--- src/sv/tsra_pkg.sv ---
// Shared widths and word types for the trade side run aggregator.
`timescale 1ns / 1ps

package tsra_pkg;

    localparam int PRICE_W    = 32;
    localparam int QTY_W      = 32;
    localparam int QSUM_W     = 40;
    localparam int VOL_W      = 63;
    localparam int ID_W       = 63;
    localparam int TIME_W     = 63;
    localparam int PROD_W     = PRICE_W + QTY_W;

    // output queue: a trade can push two words in one cycle
    localparam int FIFO_DEPTH = 4;
    localparam int FIFO_AW    = $clog2(FIFO_DEPTH);
    localparam int FIFO_CW    = FIFO_AW + 1;
    localparam int PUSH_W     = 2;

    // one run as held in the accumulator
    typedef struct packed {
        logic              side;
        logic [PRICE_W-1:0] first_price;
        logic [PRICE_W-1:0] final_price;
        logic [QSUM_W-1:0]  qty_sum;
        logic [VOL_W-1:0]   vol_sum;
        logic [ID_W-1:0]    first_id;
        logic [ID_W-1:0]    final_id;
        logic [TIME_W-1:0]  first_time;
        logic [TIME_W-1:0]  final_time;
    } t_run_state;

    // one finished run word
    typedef struct packed {
        t_run_state run;
        logic       last;
    } t_run;

    // push request into the output queue
    typedef struct packed {
        logic [PUSH_W-1:0] count;
        t_run              word0;
        t_run              word1;
    } t_push;

endpackage

--- src/sv/tsra_out_fifo.sv ---
// Output queue for run words: up to two pushes and one pop per cycle.
`timescale 1ns / 1ps

module tsra_out_fifo (
    input  logic                      i_clk,
    input  logic                      i_rst_n,
    input  tsra_pkg::t_push           i_push,
    output logic                      o_room,
    output logic                      o_valid,
    output tsra_pkg::t_run            o_word,
    input  logic                      i_ready
);
    import tsra_pkg::*;

    t_run                r_mem [FIFO_DEPTH];
    logic [FIFO_AW-1:0]  r_wr;
    logic [FIFO_AW-1:0]  r_rd;
    logic [FIFO_CW-1:0]  r_count;
    logic [FIFO_AW-1:0]  n_wr;
    logic [FIFO_AW-1:0]  n_rd;
    logic [FIFO_CW-1:0]  n_count;
    logic [FIFO_AW-1:0]  wr_next;
    logic                pop;

    assign o_valid = (r_count != '0);
    assign o_word  = r_mem[r_rd];
    assign o_room  = (r_count <= FIFO_CW'(FIFO_DEPTH - 2));
    assign pop     = o_valid & i_ready;
    assign wr_next = r_wr + FIFO_AW'(1);

    always_comb begin
        n_wr    = r_wr + FIFO_AW'(i_push.count);
        n_rd    = r_rd + FIFO_AW'(pop);
        n_count = r_count + FIFO_CW'(i_push.count) - FIFO_CW'(pop);
    end

    always_ff @(posedge i_clk) begin
        if (i_push.count != '0) begin
            r_mem[r_wr] <= i_push.word0;
        end
        if (i_push.count == PUSH_W'(2)) begin
            r_mem[wr_next] <= i_push.word1;
        end
    end

    always_ff @(posedge i_clk) begin
        if (!i_rst_n) begin
            r_wr    <= '0;
            r_rd    <= '0;
            r_count <= '0;
        end else begin
            r_wr    <= n_wr;
            r_rd    <= n_rd;
            r_count <= n_count;
        end
    end

    // a push never lands on a live word
    a_no_overrun: assert property (@(posedge i_clk) disable iff (!i_rst_n)
        (i_push.count != '0) |-> ((r_count + FIFO_CW'(i_push.count)) <= FIFO_CW'(FIFO_DEPTH)))
        else $error("output queue overrun");

    a_count_bound: assert property (@(posedge i_clk) disable iff (!i_rst_n)
        r_count <= FIFO_CW'(FIFO_DEPTH))
        else $error("output queue count out of range");

    // pushes only arrive while room for two words is flagged
    a_push_room: assert property (@(posedge i_clk) disable iff (!i_rst_n)
        (i_push.count != '0) |-> o_room)
        else $error("push without room");

endmodule

--- config.mk ---
export PLATFORM = sky130hd
export DESIGN_NAME = tsra_out_fifo
export DESIGN_NICKNAME = d
export VERILOG_FILES = /design/src/sv/tsra_pkg.sv /design/src/sv/tsra_out_fifo.sv
export SDC_FILE = /design/constraint.sdc
export NUM_CORES = 2
export LEC_CHECK = 0
export BUFFER_PORTS_ARGS = -buffer_cell sky130_fd_sc_hd__clkbuf_2
export CORE_AREA = 2 2 489 491
export CTS_CLUSTER_SIZE = 40
export DETAILED_ROUTE_END_ITERATION = 8
export DIE_AREA = 0 0 491 493
export GPL_ROUTABILITY_DRIVEN = 0
export PLACE_DENSITY = 0.6
export SETUP_SLACK_MARGIN = 0.1
export SLEW_MARGIN = 10
export SYNTH_ARGS = -nofsm -noshare
export SYNTH_HDL_FRONTEND = slang
export SYNTH_SLANG_ARGS = --single-unit
--- constraint.sdc ---
create_clock -name i_clk -period 31.6 [get_ports i_clk]
set_clock_uncertainty 0.2 [all_clocks]
set_input_delay 3.16 -clock i_clk [delete_from_list [all_inputs] [get_ports i_clk]]
set_output_delay 3.16 -clock i_clk [all_outputs]
set_load 0.01 [all_outputs]
# [Word-level counts from Yosys, hierarchy flattened]
# Memory sizes are Yosys's and may differ from the RTL's. A register that Yosys moved wholly into a read port is not among the register bits.
# Index checks and enable logic that the tools add are counted.
# Widths: inputs -> output; s select.
[classes] n_eq_ne=1 bitwise=1 n_reduce_logical=2 n_addsub=5 magnitude_cmp=1 muxes=5
[ops] cell="$mux 1" count=4
[ops] cell="$add 3x2->3" count=1
[ops] cell="$le 3x2->1 const B" count=1
[ops] cell="$reduce_bool 3->1" count=1
[ops] cell="$sub 3x1->3" count=1
[ops] cell="$add 2x1->2" count=1
[ops] cell="$add 2x1->2 const B" count=1
[ops] cell="$add 2x2->2" count=1
[ops] cell="$eq 2x2->1 const B" count=1
[ops] cell="$mux 2" count=1
[ops] cell="$reduce_bool 2->1" count=1
[ops] cell="$and 1x1->1" count=1
[word_totals] input_bits=847 memories=1 out_inout_bits=423 reg_bits=7 ram_bits=1684 elab_cells=19
[memory_table] memory="r_mem" words=4 width=421 rd=1 rd_clocked_by_memory_dff=1 write_ports=2 line="tsra_out_fifo.sv:15" rtl="t_run r_mem [FIFO_DEPTH];"

# [Depth between registers and ports, before layout]
[depth] depth_word=4 depth_mapped=7 depth_no_buf=7

# [Worst setup path before layout]
# Ideal clock, no wire load.
[synth_timing] path_type="input to register" start="input i_push[843] in the netlist's numbering" end="memory r_mem[0][0] in the netlist's numbering, enable pin" setup_time_ns=1.787 setup_slack_ns=-3.063 path_stages=3 arrival_time_ns=32.676 path_buffers=1 t_required_ns=29.613 path_cell_list="buf_2 -> o21bai_1 -> o21ai_0"
[synth_rtl] item="start: declaration" line="tsra_out_fifo.sv:7" rtl="input tsra_pkg::t_push i_push,"
[synth_rtl] item="end: declaration" line="tsra_out_fifo.sv:15"

==> results.cfg <==
[detailed_routing]
vias_per_cell = 5.18
dr.pass1.iters = 5
drc = 0
vias = 45300
routed_wl_um = 243000
drt-wirelength-per-cell_um = 27.8
drt_iter0_drc = 2986
route.antenna.remaining_nets = 0

[logic_synthesis]
synth_top_family_by_area = multiplexers
syn_inst = 4116
synth.yosys.seq_area_share = 0.627
yosys_warnings = 0
syn-num-nets = 4967
yosys.area_share.simple = 0.00139
avgSynthCellArea_um2 = 19.7
yosys.area_share.adder = 0.000711
syn-cell-area_um2 = 80900
synth_xor_area_frac = 0.000557
ys_types = 28
synthMuxAreaShare = 0.352
synth_compound_area_frac = 0.000510
ys_seq_elements = 1691

[placed_design]
dpl.hpwl_um = 160000
dp.cells = 8337
portBuffers = 1269

[critical_path]
cpMostUsedCell = buf_12
critPathMaxStageDelay_ns = 0.74
critPathMaxFanout = 95
crit_family = buffers and inverters
path_cells = buf_12 > buf_4 > buf_12 > mux4_2 > clkbuf_2
worst-setup-path-type = reg -> out
required_ns = 28.24
start_kind = flip-flop
r2r_setup_slack_ns = 25.97
slowest_stage = dfxtp_4
critPathBufInv = 4
cp.arrival_ns = 4.78
endpoint_kind = primary output

[global_routing]
track_usage = 0.195
grt_max_degree = 132
overflow = 0
grt_pass1_vias = 47300
antenna_found_initial = 124
grt_pass1_wl_um = 346000

[timing]
worstMarginPinSlew_ns = 1.41
rsz0062_at_grt = no
relSlewSlack = 0.0616
period_needed_ns = 8.14
final.period_utilization = 0.258
drv_slew = 0
hold_viol_final = 0
finalSetupViolCount = 0
tns_ns = 0
fmax_mhz = 123

[finish]
fin_nets = 6212
drive_gt1_frac = 0.599
area_delta_synth_final_pct = 19.5
fin_cells = 8747
fin_util = 0.408

[floorplanning]
die_w_um = 491
die_y_um = 493
ios = 1270
coreArea_um2 = 237000
dieArea_um2 = 242000
start_util = 0.341
placementRows = 179

[clock_network]
numCtsBuffers = 189
htree_levels = 4
clockRootBuffer = clkbuf_16
postCtsResizedCells = 0
cts_tree = built
cts.path.max_buffers = 3
cts.sinks = 1691
postCtsHoldBufs = 0
clk-insertion-delay-late_ns = 0.82
clk_pin_slew_worst_paths_ns = 0.06
postCtsSetupBuffers = 0

[min_path]
hp-class = reg -> reg

[outcome]
outcome = finished clean

[power_and_ir_drop]
peakVddDrop_mv = 0.0524
cellLeakagePower_uw = 0.0333
powerDensity_nw_per_um2 = 66.2

[flow_run]
cap_violations = 0
==> area by class of cell <==
cell class	instances	area, um^2
clock inverters	103	966
repair buffers	1337	7050
inverters	4	15.0
fillers	21600	140000
multi-input cells	2138	28800
flip-flops and latches	1691	50700
well taps	3167	3960
diodes	62	155
clock buffers	245	4960
==> synthesized netlist by cell type <==
| library cell | count | area (um^2) |
|---|---|---|
| edfxtp_1 | 1684 | 50600 |
| fa_1 | 1 | 20.0 |
| nand2b_1 | 2 | 12.5 |
| buf_2 | 184 | 921 |
| ha_1 | 3 | 37.5 |
| nor4b_2 | 1 | 15.0 |
| nor4bb_1 | 2 | 20.0 |
| nor2b_1 | 2 | 12.5 |
| mux4_2 | 421 | 9480 |
| nand4b_1 | 1 | 8.76 |
| nand2_1 | 2 | 7.51 |
| inv_1 | 4 | 15.0 |
| buf_4 | 39 | 293 |
| mux2_1 | 390 | 4390 |
| clkbuf_1 | 40 | 150 |
| mux2_2 | 1294 | 14600 |
| or3_1 | 1 | 6.26 |
| o311ai_0 | 1 | 8.76 |
| o21bai_1 | 2 | 15.0 |
| buf_1 | 20 | 75.1 |
| a21oi_1 | 1 | 5.00 |
| and2_1 | 3 | 18.8 |
| dfxtp_1 | 7 | 140 |
| nor2_1 | 3 | 11.3 |
| o31ai_1 | 1 | 7.51 |
| xnor3_1 | 2 | 45.0 |
| o21ai_0 | 1 | 5.00 |
| mux2i_1 | 4 | 40.0 |
==> cell families after synthesis <==
family | count (synthesis)
adder cells (fa/ha/maj) | 4
flip-flops | 1691
multiplexers | 2109
XOR/XNOR | 2
buffers and inverters | 287
AND/OR/NAND/NOR | 17
AO/OA/AOI/OAI | 6
==> routing by layer <==
layer  up-vias  part of all wire  GRT usage
li1      19700                 -          -
met1     23600              0.38      0.231
met2      1588              0.50      0.325
met3       402             0.096     0.0789
met4        70             0.023     0.0528
met5         -            0.0020          0
==> flip-flops by register name, summed over array words and instances (netlist names) <==
name / count
r_wr: 2
r_mem: 1684
r_rd: 2
r_count: 3
==> worst register-to-register path: stages (launching register included) <==
cell and delay, ns:
dfxtp_1 0.47, nand4b_1 0.31, buf_12 0.64, buf_4 0.85, buf_4 0.83, buf_4 0.73
buf_4 0.85, mux2_2 0.50
==> report_power, final <==
part	switching [uW]	leakage, uW	internal (uW)
sequential	62.3	0.0159	2760
combinational	830	0.0145	623
clock	930	0.00286	1190
total	1820	0.0333	4580
==> layout by cell type, fill, tap and decap left out, types with 2 or more instances in the layout <==
cell,Yosys,final
clkbuf_1,40,55
xnor3_1,2,2
nor2_4,0,2
mux2_1,390,390
clkbuf_16,0,190
inv_1,4,4
mux2_2,1294,1294
buf_12,0,15
dfxtp_1,7,5
and2_1,3,3
nand2_1,2,2
diode_2,0,62
inv_16,0,3
clkinv_8,0,3
edfxtp_1,1684,1684
clkbuf_2,0,1269
inv_6,0,2
clkinvlp_4,0,4
buf_4,39,53
clkinv_16,0,6
mux2i_1,4,4
clkinv_2,0,24
bufinv_16,0,10
nor2b_1,2,2
mux4_2,421,421
dfxtp_4,0,2
clkinv_4,0,2
nor4bb_4,0,2
nand2b_1,2,2
clkinv_1,0,48
ha_1,3,3
==> path summary, 6_finish.rpt <==
path | end | start | cells after the start
max | o_word[34] | r_rd[0] | 5
min | r_rd[1] | r_count[2] | 2
max reg2reg | r_mem[0][253] | r_wr[1] | 7
min reg2reg | r_rd[1] | r_count[2] | 2
==> stage by stage <==
step / total power (uW) / instance area, um^2 / hold slack, ns / worst slack (ns)
after floorplan: 3880 / 80900 / 0.421 / 7.46
after global placement: 4340 / 90600 / 0.529 / 23.01
after detailed placement: 4350 / 90600 / 0.512 / 22.98
after CTS: 6490 / 96500 / 0.534 / 23.12
after global routing: 6650 / 96600 / 0.591 / 22.98
final: 6400 / 96600 / 0.531 / 23.46
Power figures use the tool's default switching activity.
